## config.mk

```make
export PLATFORM = sky130hd
export DESIGN_NAME = rpfa_ram
export DESIGN_NICKNAME = d
export VERILOG_FILES = /design/src/sv/assert_macros.svh /design/src/sv/rpfa_ram.sv
export SDC_FILE = /design/constraint.sdc
export NUM_CORES = 1
export LEC_CHECK = 0
export ABC_AREA = 1
export BUFFER_PORTS_ARGS = -buffer_cell sky130_fd_sc_hd__buf_2
export CAP_MARGIN = 10
export CORE_ASPECT_RATIO = 1.2
export CORE_MARGIN = 10
export CORE_UTILIZATION = 50
export CTS_CLUSTER_DIAMETER = 200
export DETAILED_ROUTE_END_ITERATION = 10
export GPL_ROUTABILITY_DRIVEN = 1
export PLACE_DENSITY = 0.74
export SLEW_MARGIN = 20
export SYNTH_ARGS = -nofsm -noshare
export SYNTH_HDL_FRONTEND = slang
export SYNTH_SLANG_ARGS = --single-unit
```

## constraint.sdc

```tcl
create_clock -name clk -period 2.5 [get_ports clk]
set_clock_uncertainty 0.15 [all_clocks]
set_input_delay 0.125 -clock clk [delete_from_list [all_inputs] [get_ports clk]]
set_output_delay 0.125 -clock clk [all_outputs]
set_load 0.01 [all_outputs]
```

## src/sv/assert_macros.svh

```systemverilog
// Assertion macros shared by the page frame allocator RTL.
// Depends on nothing; included by modules that carry assertions.
`ifndef ASSERT_MACROS_SVH
`define ASSERT_MACROS_SVH
// Assert a property on every clock edge outside reset.
`define ASSERT_CLK(label, clk, rst_n, prop, msg) \
  label: assert property (@(posedge clk) disable iff (!rst_n) prop) else $error(msg);
// Assert a property that must also hold during reset.
`define ASSERT_ALWAYS(label, clk, prop, msg) \
  label: assert property (@(posedge clk) prop) else $error(msg);
`endif

```

## src/sv/rpfa_ram.sv

```systemverilog
// Generic single-port synchronous RAM with registered read.
// No dependencies.
`default_nettype none
module rpfa_ram #(
  parameter int unsigned WIDTH = 8,
  parameter int unsigned DEPTH = 16
) (
  input  wire logic                     clk,
  input  wire logic                     we,
  input  wire logic [$clog2(DEPTH)-1:0] addr,
  input  wire logic [WIDTH-1:0]         wdata,
  output logic      [WIDTH-1:0]         rdata
);
  logic [WIDTH-1:0] mem [DEPTH];
  always_ff @(posedge clk) begin
    if (we) begin
      mem[addr] <= wdata;
    end
    rdata <= mem[addr];
  end
endmodule
`default_nettype wire

```

Yosys cells after proc, flatten, opt, wreduce, memory -nomap -nowiden
Memories as Yosys holds them, arrays and structs flattened. A register that Yosys moved wholly into a read port is not among the register bits.
Cells that the tools add are included.

storage, ports and cells
  bits in writable memories = 128
  memories = 1
  ROM bits = 0
  logic and storage cells = 3
  bits in latches = 0
  input port bits = 14
  register bits after elaboration = 0

cells by class
  equal/unequal tests = 0
  multiply operators = 0
  bitwise operators = 0
  add/sub/neg operators = 0
  $lt $le $gt $ge = 0
  shift operators = 0
  reductions and logical operators = 0
  div/mod/pow operators = 0
  muxes and demuxes = 2

memories
  name  words  bits a word  rd ports  clocked after Yosys merged registers in  wr ports  line            source
  mem   16     8            1         1                                        1         rpfa_ram.sv:14  logic [WIDTH-1:0] mem [DEPTH];

operators with widths
  kind              number
  1-bit 2-to-1 mux  2

Logic depth before layout (Yosys ltp)
Gate-level depths: netlist of run 1.

  depth in word-level cells = 2
  gate-level depth with buffers = 11

Worst setup path after synthesis of run 1
Ideal clock, no wire load.

  kind = input to register
  start = in addr[1]
  end = mem mem[3][0] (enable)
  arrival = 1.132 ns
  library setup time = 0.370 ns
  path buffers = 2
  path slack = 0.848 ns
  cell stages on the path = 4
  path through = buf_2 > clkbuf_1 > nand3_1 > nor2_1

RTL lines
  what                line            source
  start: declaration  rpfa_ram.sv:10  input wire logic [$clog2(DEPTH)-1:0] addr,
  end: declaration    rpfa_ram.sv:14

No word-level cell before the write port.

Final worst setup path of run 1
  start = in addr[2]
  end = mem mem[4][3] (enable)

No word-level cell before the write port.

==> impl_metrics.py, run 1 <==
metrics = {
    "floorplan": {
        "starting_density": 0.5092,
        "die_area_sq_mm": 0.01583,
        "dieHeight_um": 135.9,
        "core_region_area_sq_mm": 0.01098,
        "io_pins": 22,
        "chipWidth_um": 116.5,
        "rows": 42,
    },
    "power": {
        "power-per-cell-area_mw_per_mm2": 820.3,
        "p_leak_nw": 2.790,
        "power_mw": 5.328,
        "vdd_drop_max_v": 0.0008129,
    },
    "detailed_routing": {
        "drc": 0,
        "ant_nets": 0,
        "wire_per_inst_um": 16.47,
        "drt_pre_antenna_iters": 5,
        "vias": 3739,
        "detail_route.wirelength_um": 12040,
        "drtIter0Drc": 261,
        "via_per_inst": 5.115,
    },
    "logic_synthesis": {
        "yosys.area.top_type_share": 0.6872,
        "postSynthCellCount": 548,
        "synth-main-ff-cell": "sky130_fd_sc_hd__edfxtp_1",
        "yosysSeqAreaShare": 0.7159,
        "synthesized_net_count": 562,
        "synth_enable_flop_cells": 128,
        "synthesis_stage_register_bit_count": 136,
        "post_synth_main_area_contributors": "sky130_fd_sc_hd__edfxtp_1 (69%), sky130_fd_sc_hd__nand2_1 (23%), sky130_fd_sc_hd__dfxtp_1 (2.9%)",
        "synth_most_common_cell": "sky130_fd_sc_hd__nand2_1",
        "synth-async-reset-ratio": 0,
        "syn_area_sq_mm": 0.005593,
        "yosys_warnings": 0,
        "synth_commonest_cells": "sky130_fd_sc_hd__nand2_1 (346), sky130_fd_sc_hd__edfxtp_1 (128), sky130_fd_sc_hd__inv_1 (21), sky130_fd_sc_hd__nor2_1 (18), sky130_fd_sc_hd__buf_2 (12)",
        "synth.avg_cell_area_sq_um": 10.21,
        "yosysTopAreaCell": "sky130_fd_sc_hd__edfxtp_1",
        "yosys.cell_types.count": 11,
    },
    "setup_path": {
        "critical_path.reg2reg.startpoint": "mem[3][4]",
        "cp_slowest_stage_delay_ps": 540,
        "timing.reg2reg.setup_slack_ps": 1320,
        "r2r_end": "rdata[4]",
        "timing.critical_path.fanout_max": 9,
        "path_cells": "buf_2 -> inv_1 -> nor2_1 -> inv_1 -> nor2_1",
        "cpMaxStageDelayCell": "sky130_fd_sc_hd__nor2_1",
        "worst-r2r-cell-count": 8,
        "worstSetupEndpointType": "flip-flop",
        "cp_data_required_time_ps": 2390,
        "crit_path_start_kind": "input pin",
        "worst-endpoint-arrival_ps": 1420,
        "timing.setup.critical_path_class": "input pin to flip-flop",
    },
    "sta": {
        "max_clock_freq_ghz": 0.6561,
        "setup_tns_ps": 0,
        "maxSlewHeadroom": 0.5483,
        "finalWorstPathRequiredPeriod_ps": 1524,
        "setup_viol": 0,
        "timing.final.hold_violations": 0,
        "tightest_slew_ps": 675.0,
        "finalMaxSlewViolations": 0,
        "final_critical_path_setup_slack_ps": 975.8,
        "rsz_0062_raised_after_global_routing": "false",
        "fin_crit_sh": 0.6097,
    },
    "clock_tree": {
        "clk-insertion-delay-late_ps": 410,
        "cts_resized": 0,
        "worst_setup_hold_path_clk_slew_ps": 50,
        "tritoncts_clock_tree": "built",
        "cts_max_level": 4,
        "clock_tree.buffer_depth": 2,
        "cts_inserted_buffers": 17,
        "clkSinkCount": 136,
        "clk_root_buffer_cell": "sky130_fd_sc_hd__clkbuf_16",
        "cts_post_setup_buffers_inserted": 0,
    },
    "placed_design": {
        "hpwlAfterDp_um": 7664,
        "placed_cells": 692,
        "postPlaceCellArea_sq_mm": 0.005837,
        "place_ws_ps": 572.2,
        "finalWeightedCongestion": 0.8731,
        "number_of_i_o_port_buffers": 21,
    },
    "hold_path": {
        "hold_class": "input pin to flip-flop",
        "min-delay-start": "wdata[6]",
        "min_to": "mem[0][6]",
        "whs_path_depth": 1,
    },
    "layout": {
        "layout.nets": 600,
        "nFillCells": 876,
        "insertedDiodeCount": 0,
        "seqCellArea_sq_mm": 0.004004,
        "multi_input_gate_area_in_the_final_layout_sq_mm": 0.001386,
        "post_layout_instance_area_sq_mm": 0.006495,
        "finish.cell_count_without_fillers": 731,
        "synthToLayoutAreaGrowth_pct": 16.13,
        "final_layout_size_suffix_gt1_frac": 0.1052,
    },
    "outcome": {
        "outcome": "complete, no violations",
    },
    "global_routing": {
        "number_of_global_route_vias_before_repair": 3806,
        "antenna_violations_before_repair": 0,
        "grt_start_max_net_pins": 41,
        "global_route_wire_length_before_repair_um": 19080,
        "track_usage": 0.1638,
        "grt.overflow.total": 0,
    },
    "job": {
        "maxCapViolations": 0,
    },
}
[stage by stage]
step / hold slack, ps / utilization
3_5_place_dp: 374.2 / 0.5314
2_1_floorplan: 73.87 / -
3_3_place_gp: 375.5 / 0.5314
4_1_cts: 0.9688 / 0.5905
5_1_grt: 35.18 / 0.5914
6_report: 33.23 / 0.5914
[metal layers]
metal  part of all wire  wire (um)  global-route usage  up-vias
met5                  0          0                   0        -
met4              0.025        303             0.08391        0
met3              0.061        730             0.04541       33
met2               0.52       6298              0.2792      147
met1               0.39       4708              0.1828     1729
li1                   -          -                   -     1830
[worst max-delay path, delay by kind of cell]
kind	cells	cell delay, ps
and+or+nand+nor	2	950
buffers and inverters	3	340
[power breakdown]
group          switching, mW  internal [mW]  leakage [nW]
combinational          0.226         0.0892          1.29
sequential            0.0127           2.55          1.22
clock                  0.896           1.55         0.273
total                   1.14           4.19          2.79
[cell usage in the layout, fill, tap and decap left out, drive strengths merged]
master and n:
edfxtp 128, bufinv 3, clkbuf 18, nor2 18
clkinvlp 5, nand3 4, dlygate4sd3 7, buf 33
dfxtp 8, nand2 346, clkinv 7, inv 22
[sequential cells by signal (all words and copies together), names as in the netlist]
signal / count
rdata: 8
mem: 128
[final cells by class]
| class | instances | share of cell area |
|---|---|---|
| tap | 132 | 0.02543 |
| inverter | 23 | 0.01329 |
| sequential | 136 | 0.6165 |
| multi-input combinational | 368 | 0.2134 |
| clock buffer | 18 | 0.06608 |
| timing repair buffer | 40 | 0.04084 |
| clock inverter | 14 | 0.02447 |
[what timing repair did]
action                                  4_1_cts  5_1_grt
endpoints found under the hold margin        87        2
endpoints found under the setup margin        0        0
hold buffers                                  6        1
[worst max-delay path by stage]
stage            start         to  slack, ps
2_1_floorplan  addr[1]  mem[3][0]        850
3_3_place_gp   addr[2]  mem[4][6]        640
3_5_place_dp   addr[2]  mem[4][7]        570
4_1_cts        addr[2]  mem[4][7]       1010
5_1_grt        addr[2]  mem[6][1]        840
6_report       addr[2]  mem[4][3]        980
[cells by family (layout without fill, tap and decap cells)]
kind of cell	after synthesis	count (layout)	synth area share
DFF	136	136	0.7159
and+or+nand+nor	368	368	0.2479
buffers and inverters	44	95	0.03624
Power figures use the tool's default switching activity.
==> inputs of run 2 (changes only) <==
Clock period 2.5 ns to 1.5 ns, I/O delays scaled along.
==> run 2 against run 1 <==
Non-clock buffer count is 15 higher. Largest power group unchanged. Sequential power is 67% higher. Clock-buffer cell count is 5 higher. Global-route usage is 0.66 points lower. Register-to-register slack worse by 1000 ps.
==> impl_metrics.py, run 2 (synthesis results as in run 1) <==
metrics = {
    "layout": {
        "layout.nets": 615,
        "mostFrequentLayoutCells": "sky130_fd_sc_hd__nand2_1 (346), sky130_fd_sc_hd__edfxtp_1 (128), sky130_fd_sc_hd__buf_4 (23)",
        "synthToLayoutAreaGrowth_pct": 19.13,
        "largest_register_ffs": 128,
        "final_layout_size_suffix_gt1_frac": 0.1336,
        "post_layout_instance_area_sq_mm": 0.006663,
        "largest-register": "mem",
        "reg.largest.list": "mem: 128 flops, rdata: 8 flops",
        "finalCoreUtilization": 0.6066,
        "insertedDiodeCount": 0,
        "layout.cells.most_common": "sky130_fd_sc_hd__nand2_1",
    },
    "global_routing": {
        "global_route_wire_length_before_repair_um": 18780,
        "grt.overflow.total": 0,
        "track_usage": 0.1571,
        "number_of_global_route_vias_before_repair": 3788,
        "antenna_violations_before_repair": 0,
        "grt_start_max_net_pins": 49,
    },
    "setup_path": {
        "worst-endpoint-arrival_ps": 1320,
        "cp_data_required_time_ps": 1640,
        "timing.setup.critical_path_class": "flip-flop to flip-flop",
        "critical_path.reg2reg.startpoint": "mem[3][4]",
        "r2r_end": "rdata[4]",
        "timing.critical_path.fanout_max": 1,
        "worst-r2r-cell-count": 8,
        "timing.reg2reg.setup_slack_ps": 320,
        "crit_path_start_kind": "flip-flop",
        "worstSetupEndpointType": "flip-flop",
    },
    "detailed_routing": {
        "ant_nets": 0,
        "vias": 3756,
        "via_per_inst": 5.035,
        "drc": 0,
        "wire_per_inst_um": 15.59,
        "detail_route.wirelength_um": 11630,
        "drtIter0Drc": 263,
        "drt_pre_antenna_iters": 5,
    },
    "floorplan": {
        "starting_density": 0.5092,
        "die_area_sq_mm": 0.01583,
        "dieHeight_um": 135.9,
        "rows": 42,
        "io_pins": 22,
        "chipWidth_um": 116.5,
        "core_region_area_sq_mm": 0.01098,
    },
    "hold_path": {
        "min-delay-start": "addr[1]",
        "hold_class": "input pin to flip-flop",
        "min_to": "rdata[3]",
        "whs_path_depth": 7,
    },
    "clock_tree": {
        "tritoncts_clock_tree": "built",
        "clkSinkCount": 136,
        "cts_resized": 0,
        "clock_tree.buffer_depth": 2,
        "clk_root_buffer_cell": "sky130_fd_sc_hd__clkbuf_16",
        "cts_post_setup_buffers_inserted": 0,
        "worst_setup_hold_path_clk_slew_ps": 50,
        "cts_hold_repair.buffers": 8,
        "cts_max_level": 4,
        "cts_inserted_buffers": 17,
        "clk-insertion-delay-late_ps": 410,
    },
    "power": {
        "net-switching-power_mw": 1.831,
        "share_comb_of_total_power": 0.062,
        "power_report.internal_total_mw": 7.066,
        "pwr-share-seq": 0.480,
        "swShare": 0.2058,
        "part_of_the_total_power_dissipated_in_the_clock_network": 0.458,
        "p_leak_nw": 2.885,
        "power_mw": 8.897,
        "power-per-cell-area_mw_per_mm2": 1335,
        "vdd_drop_max_v": 0.001123,
    },
    "sta": {
        "maxSlewHeadroom": 0.6960,
        "fin_crit_sh": 0.7889,
        "setup_viol": 0,
        "tightest_slew_ps": 455.5,
        "finalWorstPathRequiredPeriod_ps": 1183,
        "timing.final.hold_violations": 0,
        "rsz_0062_raised_after_global_routing": "false",
        "fin_hold_ws_ps": 51.29,
        "final_critical_path_setup_slack_ps": 316.6,
        "max_clock_freq_ghz": 0.8450,
        "finalMaxSlewViolations": 0,
    },
    "placed_design": {
        "postPlaceCellArea_sq_mm": 0.006000,
        "place_ws_ps": 38.51,
        "finalWeightedCongestion": 0.8727,
        "hpwlAfterDp_um": 7432,
        "number_of_i_o_port_buffers": 21,
    },
    "job": {
        "maxCapViolations": 0,
    },
    "outcome": {
        "outcome": "complete, no violations",
    },
}
[run 2: changes by cell type in the layout (fill, tap and decap cells not counted)]
cell and delta:
sky130_fd_sc_hd__buf_12 +3, sky130_fd_sc_hd__buf_4 +11, sky130_fd_sc_hd__clkbuf_1 +4, sky130_fd_sc_hd__clkbuf_8 +1
sky130_fd_sc_hd__clkinv_1 -1, sky130_fd_sc_hd__clkinvlp_4 -4, sky130_fd_sc_hd__dlygate4sd3_1 +1, sky130_fd_sc_hd__nor2_1 -8
sky130_fd_sc_hd__nor2_2 +8
[run 2: worst max-delay path by stage]
stage	startpoint	end	slack, ps	cells after the start
after global placement	addr[1]	mem[5][5]	60	4
after detailed placement	addr[1]	mem[5][1]	40	4
after CTS	mem[0][2]	rdata[2]	320	8
final	mem[3][4]	rdata[4]	320	8
after floorplan	addr[1]	mem[3][0]	-100	4
after global routing	mem[0][2]	rdata[2]	230	8
[run 2: cell type report]
type	instances	area, sq um
Sequential cell	136	4004
Inverter	23	86.33
Fill cell	841	4320
Tap cell	132	165.2
Timing Repair Buffer	55	417.9
Clock buffer	23	457.9
Multi-Input combinational cell	368	1406
Clock inverter	9	125.1
[run 2: worst max-delay path, stage by stage (launching register included)]
cell and delay [ps]:
sky130_fd_sc_hd__edfxtp_1 350, sky130_fd_sc_hd__nand2_1 90, sky130_fd_sc_hd__nand2_1 60, sky130_fd_sc_hd__nand2_1 50
sky130_fd_sc_hd__nand2_1 80, sky130_fd_sc_hd__nand2_1 80, sky130_fd_sc_hd__nand2_1 50, sky130_fd_sc_hd__inv_1 60
sky130_fd_sc_hd__nand2_1 80
[run 2: through the flow]
stage	TNS, ps	instances
4_1_cts	0	746
2_1_floorplan	-5886	548
3_3_place_gp	0	706
3_5_place_dp	0	706
5_1_grt	0	746
6_report	0	746
[run 2: power groups by stage]
stage	clock network [mW]	registers [mW]	logic (mW)
6_report	4.08	4.27	0.549
5_1_grt	4.29	4.28	0.620
4_1_cts	4.11	4.27	0.553
3_5_place_dp	0	4.35	0.532
3_3_place_gp	0	4.35	0.525
2_1_floorplan	0	4.36	0.297
[run 2: layer usage]
| layer | share of wire | GRT usage | up-vias | wire length (um) |
|---|---|---|---|---|
| met5 | 0 | 0 | - | 0 |
| met4 | 0.019 | 0.06465 | 0 | 218 |
| met3 | 0.055 | 0.04101 | 18 | 644 |
| met2 | 0.51 | 0.2660 | 131 | 5888 |
| met1 | 0.42 | 0.1853 | 1752 | 4877 |
| li1 | - | - | 1855 | - |
==> inputs of run 3 (changes only) <==
Settings changed: PLACE_DENSITY 0.74 to 0.76.
Clock period 1.5 ns to 0.95 ns, I/O delays scaled along.
==> run 3 against run 2 <==
The run now ends with setup timing left. Maximum frequency grew 2.7%. Sequential share of layout area fell by 2.4 points. Die area stayed put. Clock power is 53% higher. Hold slack improved by 29 ps. Register-to-register slack lost 520 ps. Final cell count fell by 0.54%. Clock-buffer cell count fell by 3. Core utilization rose by 2.6 points. Final area increased by 4.3%. First-iteration DRC count grew 6.1%. Combinational power is 91% higher. Largest power group unchanged.
==> impl_metrics.py, run 3 (synthesis results as in run 1) <==
metrics = {
    "floorplan": {
        "die_area_sq_mm": 0.01583,
        "rows": 42,
        "chipWidth_um": 116.5,
        "io_pins": 22,
        "dieHeight_um": 135.9,
        "core_region_area_sq_mm": 0.01098,
        "starting_density": 0.5092,
    },
    "setup_path": {
        "worstSetupEndpointType": "flip-flop",
        "timing.critical_path.fanout_max": 1,
        "worst-endpoint-arrival_ps": 1300,
        "cp_data_required_time_ps": 1100,
        "crit_path_start_kind": "flip-flop",
        "timing.setup.critical_path_class": "flip-flop to flip-flop",
    },
    "detailed_routing": {
        "via_per_inst": 5.019,
        "drt_pre_antenna_iters": 4,
        "drtIter0Drc": 279,
        "vias": 3724,
        "drc": 0,
        "ant_nets": 0,
        "detail_route.wirelength_um": 12020,
        "wire_per_inst_um": 16.20,
    },
    "layout": {
        "mostFrequentLayoutCells": "sky130_fd_sc_hd__nand2_1 (330), sky130_fd_sc_hd__edfxtp_1 (128), sky130_fd_sc_hd__clkbuf_16 (20), sky130_fd_sc_hd__buf_2 (20), sky130_fd_sc_hd__nor2_4 (18)",
        "largest-register": "mem",
        "final_layout_size_suffix_gt1_frac": 0.2049,
        "largest_register_ffs": 128,
        "finalCoreUtilization": 0.6326,
        "insertedDiodeCount": 0,
        "layout.nets": 611,
        "post_layout_instance_area_sq_mm": 0.006948,
        "synthToLayoutAreaGrowth_pct": 24.23,
        "reg.largest.list": "mem: 128 flops, rdata: 8 flops",
        "layout.cells.most_common": "sky130_fd_sc_hd__nand2_1",
    },
    "outcome": {
        "failed_checks": "setup timing",
        "outcome": "finished with violations",
    },
    "global_routing": {
        "grt_start_max_net_pins": 33,
        "global_route_wire_length_before_repair_um": 18440,
        "grt.overflow.total": 0,
        "track_usage": 0.1575,
        "number_of_global_route_vias_before_repair": 3746,
        "antenna_violations_before_repair": 0,
    },
    "clock_tree": {
        "tritoncts_clock_tree": "built",
        "worst_setup_hold_path_clk_slew_ps": 60,
        "clk_root_buffer_cell": "sky130_fd_sc_hd__clkbuf_16",
        "cts_post_setup_buffers_inserted": 0,
        "cts_inserted_buffers": 17,
        "cts_max_level": 4,
        "clkSinkCount": 136,
        "clk-insertion-delay-late_ps": 410,
        "clock_tree.buffer_depth": 2,
    },
    "placed_design": {
        "finalWeightedCongestion": 0.9295,
        "number_of_i_o_port_buffers": 21,
        "hpwlAfterDp_um": 7736,
        "postPlaceCellArea_sq_mm": 0.006240,
    },
    "power": {
        "vdd_drop_max_v": 0.001567,
        "power-per-cell-area_mw_per_mm2": 2019,
        "p_leak_nw": 2.922,
        "power_mw": 14.03,
    },
    "sta": {
        "finalWorstPathRequiredPeriod_ps": 1152,
        "tightest_slew_ps": 400.7,
        "timing.final.hold_violations": 0,
        "final_critical_path_setup_slack_ps": -202.5,
        "finalMaxSlewViolations": 0,
        "rsz_0062_raised_after_global_routing": "true",
        "setup_viol": 16,
        "fin_crit_sh": 1.213,
        "max_clock_freq_ghz": 0.8677,
        "maxSlewHeadroom": 0.7328,
    },
    "hold_path": {
        "hold_class": "input pin to flip-flop",
    },
    "job": {
        "maxCapViolations": 0,
    },
}
[run 3: cell count changes in the layout (fill, tap and decap cells not counted), sizes merged]
cell | before | now
buf | 47 | 43
inv | 22 | 26
bufinv | 3 | 0
clkbuf | 23 | 20
clkinv | 6 | 9
clkinvlp | 1 | 0
[run 3: final timing paths]
| kind | to | start | slack [ps] | depth (start not counted) |
|---|---|---|---|---|
| worst min-delay path | mem[2][2] | we | 80 | 3 |
| worst min register to register | rdata[2] | mem[8][2] | 550 | 8 |
| worst max register to register | rdata[3] | mem[3][3] | -200 | 8 |
| worst max-delay path | rdata[3] | mem[3][3] | -200 | 8 |
[run 3: area by class of cell]
cell class | instances | area [sq um]
clock inverters | 12 | 85.08
flip-flops and latches | 136 | 4005
inverters | 23 | 111.4
well taps | 132 | 165.2
clock buffers | 20 | 500.5
multi-input cells | 368 | 1612
repair buffers | 51 | 469.2
fillers | 792 | 4035
[run 3: metrics by stage]
step / setup WS, ps / hold WS [ps] / instances / setup TNS [ps]
global route: -253.8 / 84.45 / 742 / -2796
detailed placement: -386.9 / 269.3 / 702 / -47520
global placement: -360.3 / 265.2 / 702 / -44640
floorplan: -197.1 / -3.631 / 548 / -21690
CTS: -209.1 / 67.80 / 742 / -2186
finish: -202.5 / 80.35 / 742 / -2026
[run 3: what timing repair did]
action	CTS	global route
cloned	0	0
pin swaps	28	22
endpoints found under the setup margin	16	16
resized for setup	4	19
endpoints found under the hold margin	128	0
hold buffers	8	0
[run 3: critical path, stage by stage, from the launching register on]
cell                       delay, ps
sky130_fd_sc_hd__edfxtp_1        370
sky130_fd_sc_hd__nand2_1          90
sky130_fd_sc_hd__nand2_2          60
sky130_fd_sc_hd__nand2_1          60
sky130_fd_sc_hd__nand2_1          50
sky130_fd_sc_hd__nand2_1          70
sky130_fd_sc_hd__nand2_1          60
sky130_fd_sc_hd__inv_1            70
sky130_fd_sc_hd__nand2_1          70
[run 3: power breakdown]
part / total, mW / switching, mW / internal (mW)
registers: 6.75 / 0.0356 / 6.71
clock network: 6.24 / 2.42 / 3.82
logic: 1.05 / 0.685 / 0.364
[run 3: routing by layer]
layer  GRT usage  share of wire  up-vias
li1            -              -     1857
met1      0.1752           0.39     1726
met2      0.2779           0.52      114
met3     0.03395          0.059       27
met4     0.07703          0.028        0
met5           0              0        -
